### src/hdl/assert_macros.svh
// Shared assertion macros: every property is sampled on the rising clock edge
// and is ignored while reset is high.
`ifndef ASSERT_MACROS_SVH
`define ASSERT_MACROS_SVH

// Same-cycle implication.
`define ASSERT_IMPL(label, ante, cons, msg) \
   label: assert property (@(posedge clock) disable iff (reset) (ante) |-> (cons)) \
      else $error(msg);

// Next-cycle implication.
`define ASSERT_NEXT(label, ante, cons, msg) \
   label: assert property (@(posedge clock) disable iff (reset) (ante) |=> (cons)) \
      else $error(msg);

`endif

### src/hdl/lrupr_pkg.sv
`default_nettype none
package lrupr_pkg;

   localparam int SLOT_W_MAX  = 6;   // slot index width at the largest frame count
   localparam int CNT_W_MAX   = 7;   // valid count width at the largest frame count
   localparam int CFG_W       = 5;
   localparam int PAGE_IN_W   = 16;
   localparam int SLOT_OUT_W  = 4;
   localparam int FAULT_W     = 16;
   localparam int REQ_DATA_W  = 16;
   localparam int RSP_DATA_W  = 24;
   localparam int CSR_DATA_W  = 8;
   localparam logic [CFG_W-1:0] CFG_RESET = 5'd16;

   typedef enum logic [2:0] {
      ST_IDLE,
      ST_SCAN,
      ST_DECIDE,
      ST_TOUCH,
      ST_FINISH
   } lrupr_state_type;

   // Outcome of one scan over the frames.
   typedef struct packed {
      logic                  found;
      logic                  has_empty;
      logic [SLOT_W_MAX-1:0] slot;
      logic [SLOT_W_MAX-1:0] rank;
      logic [CNT_W_MAX-1:0]  vcount;
   } lrupr_scan_type;

   // Write strobes into the frame store.
   typedef struct packed {
      logic page_we;
      logic rank_we;
      logic valid_set;
      logic clear_all;
   } lrupr_wr_type;

endpackage
`default_nettype wire

### src/hdl/lru_page_replacement.sv
// An accepted request is scanned over the frames (ST_SCAN) and resolved (ST_DECIDE);
// a hit or a replacement then walks the frames again (ST_TOUCH), a fill of an empty
// frame goes straight on; rsp_tvalid rises from ST_FINISH. One transaction is in work
// at a time, the next accepted in ST_IDLE; a result held by rsp_tready stalls the finish.
// Reset (synchronous, active high) empties all frames, clears the fault count and sets
// frames_in_use to 16; no clearing pass is needed.
`default_nettype none
`include "assert_macros.svh"
module lru_page_replacement
   import lrupr_pkg::*;
#(
   parameter int FRAME_SLOTS = 16,
   parameter int PAGE_BITS   = 16
) (
   input  wire logic                  clock,
   input  wire logic                  reset,
   input  wire logic                  req_tvalid,
   output logic                       req_tready,
   input  wire logic [REQ_DATA_W-1:0] req_tdata,   // [15:0] page_number
   input  wire logic                  req_tlast,   // last_reference
   output logic                       rsp_tvalid,
   input  wire logic                  rsp_tready,
   output logic      [RSP_DATA_W-1:0] rsp_tdata,   // [3:0] frame_slot, [19:4] fault_count
   output logic                       rsp_tuser,   // hit
   output logic                       rsp_tlast,   // end_of_sequence
   input  wire logic                  csr_tvalid,
   output logic                       csr_tready,
   input  wire logic [CSR_DATA_W-1:0] csr_tdata    // [4:0] frames_in_use
);

   localparam int SW = (FRAME_SLOTS > 1) ? $clog2(FRAME_SLOTS) : 1;
   localparam int CW = $clog2(FRAME_SLOTS + 1);
   localparam int AW = (SW + 1 > CFG_W) ? SW + 1 : CFG_W;
   localparam logic [CW-1:0] LAST_CTR = CW'(FRAME_SLOTS);

   lrupr_state_type state_ff, state_in;

   logic [CW-1:0]         ctr_ff, ctr_in;
   logic                  rd_pend_ff;
   logic [SW-1:0]         rd_idx_ff;
   logic [PAGE_BITS-1:0]  tag_ff, tag_in;
   logic                  last_ff, last_in;
   logic [SW-1:0]         slot_ff, slot_in;
   logic [SW-1:0]         trank_ff, trank_in;
   logic [SW-1:0]         nrank_ff, nrank_in;
   logic                  hit_ff, hit_in;
   logic [FAULT_W-1:0]    fault_ff, fault_in;
   logic [CFG_W-1:0]      frames_ff, frames_in;
   logic                  rsp_valid_ff, rsp_valid_in;
   logic                  rsp_hit_ff, rsp_hit_in;
   logic [SLOT_OUT_W-1:0] rsp_slot_ff, rsp_slot_in;
   logic [FAULT_W-1:0]    rsp_fault_ff, rsp_fault_in;
   logic                  rsp_last_ff, rsp_last_in;

   logic                  req_accept;
   logic                  issue;
   logic                  finish_go;
   logic                  scan_clear;
   logic                  scan_step;
   lrupr_wr_type          wr;
   logic [SW-1:0]         waddr;
   logic [SW-1:0]         rank_wdata;
   logic [PAGE_BITS-1:0]  rd_page;
   logic [SW-1:0]         rd_rank;
   logic                  rd_valid;
   logic [CFG_W-1:0]      frames_eff;
   logic                  slot_active;
   lrupr_scan_type        scan_res;
   logic [CW-1:0]         res_vcount;
   logic                  self_slot;

   assign req_accept = req_tvalid && req_tready;
   assign csr_tready = 1'b1;

   // zero frames behaves as one; a count above the store size never matters since
   // the scan index stays below it
   assign frames_eff  = (frames_ff == '0) ? CFG_W'(1) : frames_ff;
   assign slot_active = (AW'(rd_idx_ff) < AW'(frames_eff));
   assign res_vcount  = CW'(scan_res.vcount);
   assign self_slot   = (rd_idx_ff == slot_ff);

   lrupr_store #(
      .FRAME_SLOTS (FRAME_SLOTS),
      .PAGE_BITS   (PAGE_BITS)
   ) u_store (
      .clock      (clock),
      .reset      (reset),
      .wr         (wr),
      .waddr      (waddr),
      .page_wdata (tag_ff),
      .rank_wdata (rank_wdata),
      .rd_addr    (ctr_ff[SW-1:0]),
      .rd_page    (rd_page),
      .rd_rank    (rd_rank),
      .rd_valid   (rd_valid)
   );

   lrupr_scan #(
      .FRAME_SLOTS (FRAME_SLOTS),
      .PAGE_BITS   (PAGE_BITS)
   ) u_scan (
      .clock       (clock),
      .reset       (reset),
      .clear       (scan_clear),
      .step        (scan_step),
      .slot_idx    (rd_idx_ff),
      .slot_active (slot_active),
      .slot_valid  (rd_valid),
      .slot_page   (rd_page),
      .slot_rank   (rd_rank),
      .tag         (tag_ff),
      .result      (scan_res)
   );

   // next state
   always_comb begin
      state_in = state_ff;
      unique case (state_ff)
         ST_IDLE: begin
            if (req_accept) begin
               state_in = ST_SCAN;
            end
         end
         ST_SCAN: begin
            if (ctr_ff == LAST_CTR) begin
               state_in = ST_DECIDE;
            end
         end
         ST_DECIDE: begin
            if (scan_res.found || !scan_res.has_empty) begin
               state_in = ST_TOUCH;
            end else begin
               state_in = ST_FINISH;
            end
         end
         ST_TOUCH: begin
            if (ctr_ff == LAST_CTR) begin
               state_in = ST_FINISH;
            end
         end
         ST_FINISH: begin
            if (finish_go) begin
               state_in = ST_IDLE;
            end
         end
         default: begin
            state_in = ST_IDLE;
         end
      endcase
   end

   // control outputs
   always_comb begin
      req_tready    = 1'b0;
      issue         = 1'b0;
      finish_go     = 1'b0;
      scan_clear    = 1'b0;
      scan_step     = 1'b0;
      wr            = '0;
      waddr         = rd_idx_ff;
      rank_wdata    = rd_rank - SW'(1);
      unique case (state_ff)
         ST_IDLE: begin
            req_tready = 1'b1;
            scan_clear = 1'b1;
         end
         ST_SCAN: begin
            issue     = (ctr_ff != LAST_CTR);
            scan_step = rd_pend_ff;
         end
         ST_DECIDE: begin
            waddr         = SW'(scan_res.slot);
            rank_wdata    = SW'(res_vcount);
            wr.page_we    = !scan_res.found;
            wr.rank_we    = !scan_res.found && scan_res.has_empty;
            wr.valid_set  = !scan_res.found && scan_res.has_empty;
         end
         ST_TOUCH: begin
            issue = (ctr_ff != LAST_CTR);
            // move the target to the top and drop every valid rank above its old one
            wr.rank_we = rd_pend_ff && (self_slot || (rd_valid && (rd_rank > trank_ff)));
            if (self_slot) begin
               rank_wdata = nrank_ff;
            end
         end
         ST_FINISH: begin
            finish_go    = !rsp_valid_ff || rsp_tready;
            wr.clear_all = finish_go && last_ff;
         end
         default: begin
         end
      endcase
   end

   // datapath
   always_comb begin
      ctr_in       = ctr_ff;
      tag_in       = tag_ff;
      last_in      = last_ff;
      slot_in      = slot_ff;
      trank_in     = trank_ff;
      nrank_in     = nrank_ff;
      hit_in       = hit_ff;
      fault_in     = fault_ff;
      frames_in    = frames_ff;
      rsp_valid_in = rsp_valid_ff && !rsp_tready;
      rsp_hit_in   = rsp_hit_ff;
      rsp_slot_in  = rsp_slot_ff;
      rsp_fault_in = rsp_fault_ff;
      rsp_last_in  = rsp_last_ff;

      if (csr_tvalid && csr_tready) begin
         frames_in = csr_tdata[CFG_W-1:0];
      end
      if (issue) begin
         ctr_in = ctr_ff + CW'(1);
      end
      if (req_accept) begin
         ctr_in  = '0;
         tag_in  = PAGE_BITS'(req_tdata[PAGE_IN_W-1:0]);
         last_in = req_tlast;
      end
      if (state_ff == ST_DECIDE) begin
         ctr_in   = '0;
         slot_in  = SW'(scan_res.slot);
         trank_in = SW'(scan_res.rank);
         nrank_in = SW'(res_vcount - CW'(1));
         hit_in   = scan_res.found;
         if (!scan_res.found && (fault_ff != '1)) begin
            fault_in = fault_ff + FAULT_W'(1);
         end
      end
      if (finish_go) begin
         rsp_valid_in = 1'b1;
         rsp_hit_in   = hit_ff;
         rsp_slot_in  = SLOT_OUT_W'(slot_ff);
         rsp_fault_in = fault_ff;
         rsp_last_in  = last_ff;
         if (last_ff) begin
            fault_in = '0;
         end
      end
   end

   always_ff @(posedge clock) begin
      if (reset) begin
         state_ff     <= ST_IDLE;
         ctr_ff       <= '0;
         rd_pend_ff   <= 1'b0;
         fault_ff     <= '0;
         frames_ff    <= CFG_RESET;
         rsp_valid_ff <= 1'b0;
      end else begin
         state_ff     <= state_in;
         ctr_ff       <= ctr_in;
         rd_pend_ff   <= issue;
         fault_ff     <= fault_in;
         frames_ff    <= frames_in;
         rsp_valid_ff <= rsp_valid_in;
      end
   end

   always_ff @(posedge clock) begin
      rd_idx_ff    <= ctr_ff[SW-1:0];
      tag_ff       <= tag_in;
      last_ff      <= last_in;
      slot_ff      <= slot_in;
      trank_ff     <= trank_in;
      nrank_ff     <= nrank_in;
      hit_ff       <= hit_in;
      rsp_hit_ff   <= rsp_hit_in;
      rsp_slot_ff  <= rsp_slot_in;
      rsp_fault_ff <= rsp_fault_in;
      rsp_last_ff  <= rsp_last_in;
   end

   assign rsp_tvalid = rsp_valid_ff;
   assign rsp_tuser  = rsp_hit_ff;
   assign rsp_tlast  = rsp_last_ff;
   assign rsp_tdata  = {{(RSP_DATA_W - SLOT_OUT_W - FAULT_W){1'b0}}, rsp_fault_ff, rsp_slot_ff};

   `ASSERT_NEXT(a_accept_starts_scan, req_accept, (state_ff == ST_SCAN) && (ctr_ff == '0),
      "accepted transaction did not start a scan at frame zero")
   `ASSERT_IMPL(a_rsp_from_finish, $rose(rsp_tvalid), $past(state_ff == ST_FINISH),
      "result raised outside the finish step")
   `ASSERT_NEXT(a_fault_monotonic, state_ff == ST_DECIDE, fault_ff >= $past(fault_ff),
      "fault count dropped while resolving a reference")
   `ASSERT_NEXT(a_last_clears_faults, finish_go && last_ff, fault_ff == '0,
      "fault count not cleared after the end of a sequence")

endmodule
`default_nettype wire

### src/hdl/lrupr_store.sv
`default_nettype none
module lrupr_store
   import lrupr_pkg::*;
#(
   parameter int FRAME_SLOTS = 16,
   parameter int PAGE_BITS   = 16
) (
   input  wire logic                 clock,
   input  wire logic                 reset,
   input  wire lrupr_wr_type         wr,
   input  wire logic [((FRAME_SLOTS > 1) ? $clog2(FRAME_SLOTS) : 1)-1:0] waddr,
   input  wire logic [PAGE_BITS-1:0] page_wdata,
   input  wire logic [((FRAME_SLOTS > 1) ? $clog2(FRAME_SLOTS) : 1)-1:0] rank_wdata,
   input  wire logic [((FRAME_SLOTS > 1) ? $clog2(FRAME_SLOTS) : 1)-1:0] rd_addr,
   output logic      [PAGE_BITS-1:0] rd_page,
   output logic      [((FRAME_SLOTS > 1) ? $clog2(FRAME_SLOTS) : 1)-1:0] rd_rank,
   output logic                      rd_valid
);

   localparam int SW = (FRAME_SLOTS > 1) ? $clog2(FRAME_SLOTS) : 1;

   logic [PAGE_BITS-1:0]   page_mem [FRAME_SLOTS];
   logic [SW-1:0]          rank_mem [FRAME_SLOTS];
   logic [FRAME_SLOTS-1:0] valid_ff, valid_in;
   logic [PAGE_BITS-1:0]   rd_page_ff;
   logic [SW-1:0]          rd_rank_ff;
   logic                   rd_valid_ff;

   always_comb begin
      valid_in = valid_ff;
      if (wr.clear_all) begin
         valid_in = '0;
      end else if (wr.valid_set) begin
         valid_in[waddr] = 1'b1;
      end
   end

   always_ff @(posedge clock) begin
      if (reset) begin
         valid_ff <= '0;
      end else begin
         valid_ff <= valid_in;
      end
   end

   always_ff @(posedge clock) begin
      if (wr.page_we) begin
         page_mem[waddr] <= page_wdata;
      end
      if (wr.rank_we) begin
         rank_mem[waddr] <= rank_wdata;
      end
      rd_page_ff  <= page_mem[rd_addr];
      rd_rank_ff  <= rank_mem[rd_addr];
      rd_valid_ff <= valid_ff[rd_addr];
   end

   assign rd_page  = rd_page_ff;
   assign rd_rank  = rd_rank_ff;
   assign rd_valid = rd_valid_ff;

endmodule
`default_nettype wire

### src/hdl/lrupr_scan.sv
`default_nettype none
module lrupr_scan
   import lrupr_pkg::*;
#(
   parameter int FRAME_SLOTS = 16,
   parameter int PAGE_BITS   = 16
) (
   input  wire logic                 clock,
   input  wire logic                 reset,
   input  wire logic                 clear,
   input  wire logic                 step,
   input  wire logic [((FRAME_SLOTS > 1) ? $clog2(FRAME_SLOTS) : 1)-1:0] slot_idx,
   input  wire logic                 slot_active,
   input  wire logic                 slot_valid,
   input  wire logic [PAGE_BITS-1:0] slot_page,
   input  wire logic [((FRAME_SLOTS > 1) ? $clog2(FRAME_SLOTS) : 1)-1:0] slot_rank,
   input  wire logic [PAGE_BITS-1:0] tag,
   output lrupr_scan_type            result
);

   localparam int SW = (FRAME_SLOTS > 1) ? $clog2(FRAME_SLOTS) : 1;
   localparam int CW = $clog2(FRAME_SLOTS + 1);

   logic          found_ff, found_in;
   logic          empty_ff, empty_in;
   logic [CW-1:0] vcnt_ff, vcnt_in;
   logic [SW-1:0] hit_slot_ff, hit_slot_in;
   logic [SW-1:0] hit_rank_ff, hit_rank_in;
   logic [SW-1:0] empty_slot_ff, empty_slot_in;
   logic [SW-1:0] lru_slot_ff, lru_slot_in;
   logic [SW-1:0] lru_rank_ff, lru_rank_in;
   logic          rank_lower;

   // the one rank comparator, walked over the frames one per cycle
   assign rank_lower = (slot_rank < lru_rank_ff);

   always_comb begin
      found_in      = found_ff;
      empty_in      = empty_ff;
      vcnt_in       = vcnt_ff;
      hit_slot_in   = hit_slot_ff;
      hit_rank_in   = hit_rank_ff;
      empty_slot_in = empty_slot_ff;
      lru_slot_in   = lru_slot_ff;
      lru_rank_in   = lru_rank_ff;
      if (clear) begin
         found_in = 1'b0;
         empty_in = 1'b0;
         vcnt_in  = '0;
      end else if (step) begin
         vcnt_in = vcnt_ff + CW'(slot_valid);
         if (slot_active && slot_valid && !found_ff && (slot_page == tag)) begin
            found_in    = 1'b1;
            hit_slot_in = slot_idx;
            hit_rank_in = slot_rank;
         end
         if (slot_active && !slot_valid && !empty_ff) begin
            empty_in      = 1'b1;
            empty_slot_in = slot_idx;
         end
         // strict compare keeps the lowest-numbered frame on a tie
         if (slot_active && ((slot_idx == '0) || rank_lower)) begin
            lru_slot_in = slot_idx;
            lru_rank_in = slot_rank;
         end
      end
   end

   always_ff @(posedge clock) begin
      if (reset) begin
         found_ff <= 1'b0;
         empty_ff <= 1'b0;
         vcnt_ff  <= '0;
      end else begin
         found_ff <= found_in;
         empty_ff <= empty_in;
         vcnt_ff  <= vcnt_in;
      end
   end

   always_ff @(posedge clock) begin
      hit_slot_ff   <= hit_slot_in;
      hit_rank_ff   <= hit_rank_in;
      empty_slot_ff <= empty_slot_in;
      lru_slot_ff   <= lru_slot_in;
      lru_rank_ff   <= lru_rank_in;
   end

   always_comb begin
      result.found     = found_ff;
      result.has_empty = empty_ff;
      result.vcount    = CNT_W_MAX'(vcnt_ff);
      result.rank      = SLOT_W_MAX'(found_ff ? hit_rank_ff : lru_rank_ff);
      if (found_ff) begin
         result.slot = SLOT_W_MAX'(hit_slot_ff);
      end else if (empty_ff) begin
         result.slot = SLOT_W_MAX'(empty_slot_ff);
      end else begin
         result.slot = SLOT_W_MAX'(lru_slot_ff);
      end
   end

endmodule
`default_nettype wire

### config.mk
export PLATFORM = sky130hd
export DESIGN_NAME = lru_page_replacement
export DESIGN_NICKNAME = d
export VERILOG_FILES = /design/src/hdl/lrupr_pkg.sv /design/src/hdl/lru_page_replacement.sv /design/src/hdl/lrupr_store.sv /design/src/hdl/lrupr_scan.sv
export VERILOG_INCLUDE_DIRS = /design/src /design/src/hdl
export SDC_FILE = /design/constraint.sdc
export NUM_CORES = 1
export LEC_CHECK = 0
export BUFFER_PORTS_ARGS = -buffer_cell sky130_fd_sc_hd__buf_2
export CAP_MARGIN = 30
export CORE_MARGIN = 2
export CORE_UTILIZATION = 35
export DETAILED_ROUTE_END_ITERATION = 6
export PLACE_DENSITY = 0.61
export SLEW_MARGIN = 15
export SYNTH_ARGS = -nofsm -noshare
export SYNTH_HDL_FRONTEND = slang
export SYNTH_SLANG_ARGS = --single-unit
### constraint.sdc
create_clock -name clock -period 5.1 [get_ports clock]
set_clock_uncertainty 0.05 [all_clocks]
set_input_delay 0.51 -clock clock [delete_from_list [all_inputs] [get_ports clock]]
set_output_delay 0.51 -clock clock [all_outputs]
set_load 0.01 [all_outputs]
==> tab_implementation.tex <==
\begin{tabular}{lr}
\hline
Metric & Value \\
\hline
\multicolumn{2}{l}{\textbf{Logic synthesis}} \\
\quad Post-synthesis instance area & 18500 um\^{}2 \\
\quad Cell with the most instances after synthesis & sky130\_fd\_sc\_hd\_\_edfxtp\_1 \\
\quad Async set-or-reset flop fraction in the synthesized netlist & 0\% \\
\quad Number of flops mapped to enable cells by yosys & between 300 and 400 \\
\quad Fraction of synthesized cell area taken by the top area cell type & 63.8\% \\
\quad Library cell with the largest summed area after synthesis & sky130\_fd\_sc\_hd\_\_edfxtp\_1 \\
\quad Cell count after synthesis & 1072 \\
\quad Post-synthesis average cell area & 17.2 um\^{}2 \\
\quad Seq/Total Area, Yosys & 72.2\% \\
\quad Library cells used by synthesis & 60 \\
\quad Cell types with the highest counts after synthesis & sky130\_fd\_sc\_hd\_\_edfxtp\_1 (392), sky130\_fd\_sc\_hd\_\_mux4\_2 (84), sky130\_fd\_sc\_hd\_\_dfxtp\_1 (78) \\
\quad YS warnings & 0 \\
\quad Top FF cell, synth & sky130\_fd\_sc\_hd\_\_edfxtp\_1 \\
\quad Top post-synthesis cells by area & sky130\_fd\_sc\_hd\_\_edfxtp\_1 (64\%), sky130\_fd\_sc\_hd\_\_mux4\_2 (10\%), sky130\_fd\_sc\_hd\_\_dfxtp\_1 (8.5\%), sky130\_fd\_sc\_hd\_\_mux2i\_1 (1.7\%), sky130\_fd\_sc\_hd\_\_nor2\_1 (1.6\%) \\
\quad Flip-flop and latch count after synthesis & 470 \\
\multicolumn{2}{l}{\textbf{Global routing}} \\
\quad Gr usage total & 14.0\% \\
\quad Number of antenna violations at the first check in global routing & 0 \\
\quad Gr ovfl total & 0 \\
\quad First-pass GRT wire length & slightly below 60000 um \\
\quad Maximum number of pins on one net before global-route repair & 47 \\
\quad Number of global-route vias before repair & 9628 \\
\multicolumn{2}{l}{\textbf{Drt}} \\
\quad Routed wire length & 38300 um \\
\quad Remaining antenna violation count after routing & 0 \\
\quad Remaining design rule violation count & 0 \\
\quad Starting DRT DRC Count & 775 \\
\quad Vias & 9711 \\
\quad Detail-routed via count per cell & roughly 5.2 \\
\quad Wire length per cell after detailed routing & 20.4 um \\
\quad Number of detailed-routing iterations run before antenna repair & 5 \\
\multicolumn{2}{l}{\textbf{Cells and area}} \\
\quad Area Growth Syn to Fin & 14.6\% \\
\quad Fraction of layout cells with a size suffix above 1 & 22.1\% \\
\quad Core utilization of the finished layout & 40.4\% \\
\quad \# nets final & about 1.2k \\
\quad Fin area & 21200 um\^{}2 \\
\quad Fill count & approximately 4.7k \\
\quad Finished Layout Cells & 1880 \\
\quad Antenna cells & 0 \\
\multicolumn{2}{l}{\textbf{Clock tree}} \\
\quad Number of gates resized after cts & 0 \\
\quad Largest buffer count on any clock path & 3 \\
\quad CTS tree & done \\
\quad Clock latency of the later-clocked register in the worst-skew pair & 0.56 ns \\
\quad CTS Hold Buffers Added & 0 \\
\quad Sinks on the clock net & 470 \\
\quad Clock buffers created by TritonCTS & 46 \\
\quad Postcts setup bufs & 0 \\
\quad Master cell of the clock root buffer & sky130\_fd\_sc\_hd\_\_clkbuf\_16 \\
\quad Clock-pin transition on the worst setup and hold timing paths & 0.06 ns \\
\quad Total number of H-tree levels & 2 \\
\multicolumn{2}{l}{\textbf{Critical path}} \\
\quad Critical path depth in cells & 7 \\
\quad Worst path cell trace & mux2\_2, mux2i\_1, inv\_1, o31ai\_4, nand2\_1, nor2\_2, buf\_4 \\
\quad Worst path max stage delay & between 0.6 and 0.7 ns \\
\quad Worst path top cell family by delay & multiplexers \\
\quad Slowest library cell on the worst path & sky130\_fd\_sc\_hd\_\_dfxtp\_1 \\
\quad Critical path data required time & 5.29 ns \\
\quad Biggest fanout along the worst timing path & 14 \\
\quad Combined buffer and inverter count along the critical path & 2 \\
\quad Crit path DAT & 3.84 ns \\
\quad Setup slack, reg-to-reg & 1.45 ns \\
\quad Path depth of the worst reg2reg path & 7 \\
\quad Category of the worst setup path launch point & flip-flop \\
\quad Endpoint type of the worst setup path & flip-flop \\
\quad Kind of critical path & flip-flop to flip-flop \\
\multicolumn{2}{l}{\textbf{Floorplan}} \\
\quad Vert. Die Dim & between 200 and 250 um \\
\quad Horizontal die dimension & 234 um \\
\quad Floorplan die area & 54600 um\^{}2 \\
\quad Effective utilization at floorplan & a little over a third \\
\quad IO Pins & 59 \\
\quad Number of placement rows & 84 \\
\quad Area of the core & 52300 um\^{}2 \\
\multicolumn{2}{l}{\textbf{Job}} \\
\quad Max-capacitance violation count & 0 \\
\multicolumn{2}{l}{\textbf{STA}} \\
\quad Accumulated negative setup slack & 0 ns \\
\quad Tmin final & $\sim$3.7 ns \\
\quad Final setup violation count & 0 \\
\quad Setup repair after global routing missed its margin & no \\
\quad Setup ws final & 1.45 ns \\
\quad Slew @ Worst Pin & $\sim$0.88 ns \\
\quad Final number of max-transition violations & 0 \\
\quad Highest clock frequency the design can meet & $\sim$270 MHz \\
\quad Final period util & 71.6\% \\
\quad Relative slew slack & 41.0\% \\
\quad Post-Route Hold Slack & 0.0773 ns \\
\quad Final hold viol count & 0 \\
\multicolumn{2}{l}{\textbf{Run status}} \\
\quad Status & completed \\
\multicolumn{2}{l}{\textbf{Worst hold path}} \\
\quad Hold Path Depth & 1 \\
\quad Hold Path Class & primary input to flip-flop \\
\multicolumn{2}{l}{\textbf{Placed design}} \\
\quad Placed Cells & 1792 \\
\quad Setup WS pre-CTS & 1.55 ns \\
\quad Final GP Congestion & 0.789 \\
\quad Buffers on Ports & 50 \\
\quad Final HPWL from detailed placement & roughly 23000 um \\
\quad Cell area after placement & 19700 um\^{}2 \\
\multicolumn{2}{l}{\textbf{Pwr}} \\
\quad IR Drop Worst-Case VDD & 290 uV \\
\quad Total leakage power & 6.68 nW \\
\quad Power density cells & between 400 and 500 nW/um\^{}2 \\
\quad Total power of the final layout & 9.80 mW \\
\hline
\end{tabular}
-- final cells by class --
class | instances | area (um^2) | share of cell area (%)
repair buffers | 86 | 571 | 2.70
clock inverters | 19 | 195 | 0.922
clock buffers | 66 | 1260 | 5.94
flip-flops and latches | 470 | 13300 | 63.1
well taps | 688 | 861 | 4.07
inverters | 24 | 90.1 | 0.426
multi-input cells | 527 | 4840 | 22.9
-- cell usage in the layout (no fill, tap or decap), types with 31 or more instances in the layout --
master                      Yosys  final
sky130_fd_sc_hd__edfxtp_1     392    392
sky130_fd_sc_hd__mux4_2        84     84
sky130_fd_sc_hd__dfxtp_1       78     74
sky130_fd_sc_hd__nor2_1        77     61
sky130_fd_sc_hd__a21oi_1       51     51
sky130_fd_sc_hd__buf_2         17     51
sky130_fd_sc_hd__clkbuf_16      0     47
sky130_fd_sc_hd__xor2_1        31     31
sky130_fd_sc_hd__mux2i_1       31     31
sky130_fd_sc_hd__buf_4          6     31
-- logic make-up (layout without fill, tap and decap cells) --
group                      after synthesis  in the layout  share of synthesized area [%]
DFF                                    470            470                           72.2
and+or+nand+nor                        218            218                           6.15
AOI/OAI and AO/OA                      127            127                           4.48
muxes                                  118            118                           12.1
buffers and inverters                   78            195                           1.86
xor gates and xnor gates                42             42                           1.99
adders and majority gates               17             17                           1.15
other                                    2              5                         0.0407
-- worst paths after layout --
kind / startpoint / to
worst max-delay path: u_scan.empty_ff / u_store.page_mem[2][3]
worst min-delay path: req_tdata[14] / tag_ff[14]
worst max register to register: u_scan.empty_ff / u_store.page_mem[2][3]
worst min register to register: hit_ff / rsp_tuser
-- per-layer routing --
layer	share of wire, %	up-vias	track usage [%]
met2	47	254	22.4
met3	5.2	55	2.31
met5	0	-	0
li1	-	4367	-
met4	1.9	0	3.50
met1	46	5035	19.9
-- power breakdown --
part	switching [mW]	total [mW]	internal [mW]
clock	1.38	3.30	1.92
sequential	0.275	4.94	4.67
combinational	0.893	1.56	0.665
-- state kept, by name (all words and copies together) (netlist names), 5 cells and up --
signal,cells
ctr_ff,5
fault_ff,16
frames_ff,5
rsp_fault_ff,16
tag_ff,16
u_store.page_mem,256
u_store.rank_mem,64
u_store.rd_page,16
u_store.valid_ff,16
(Power assumes the default switching activity.)
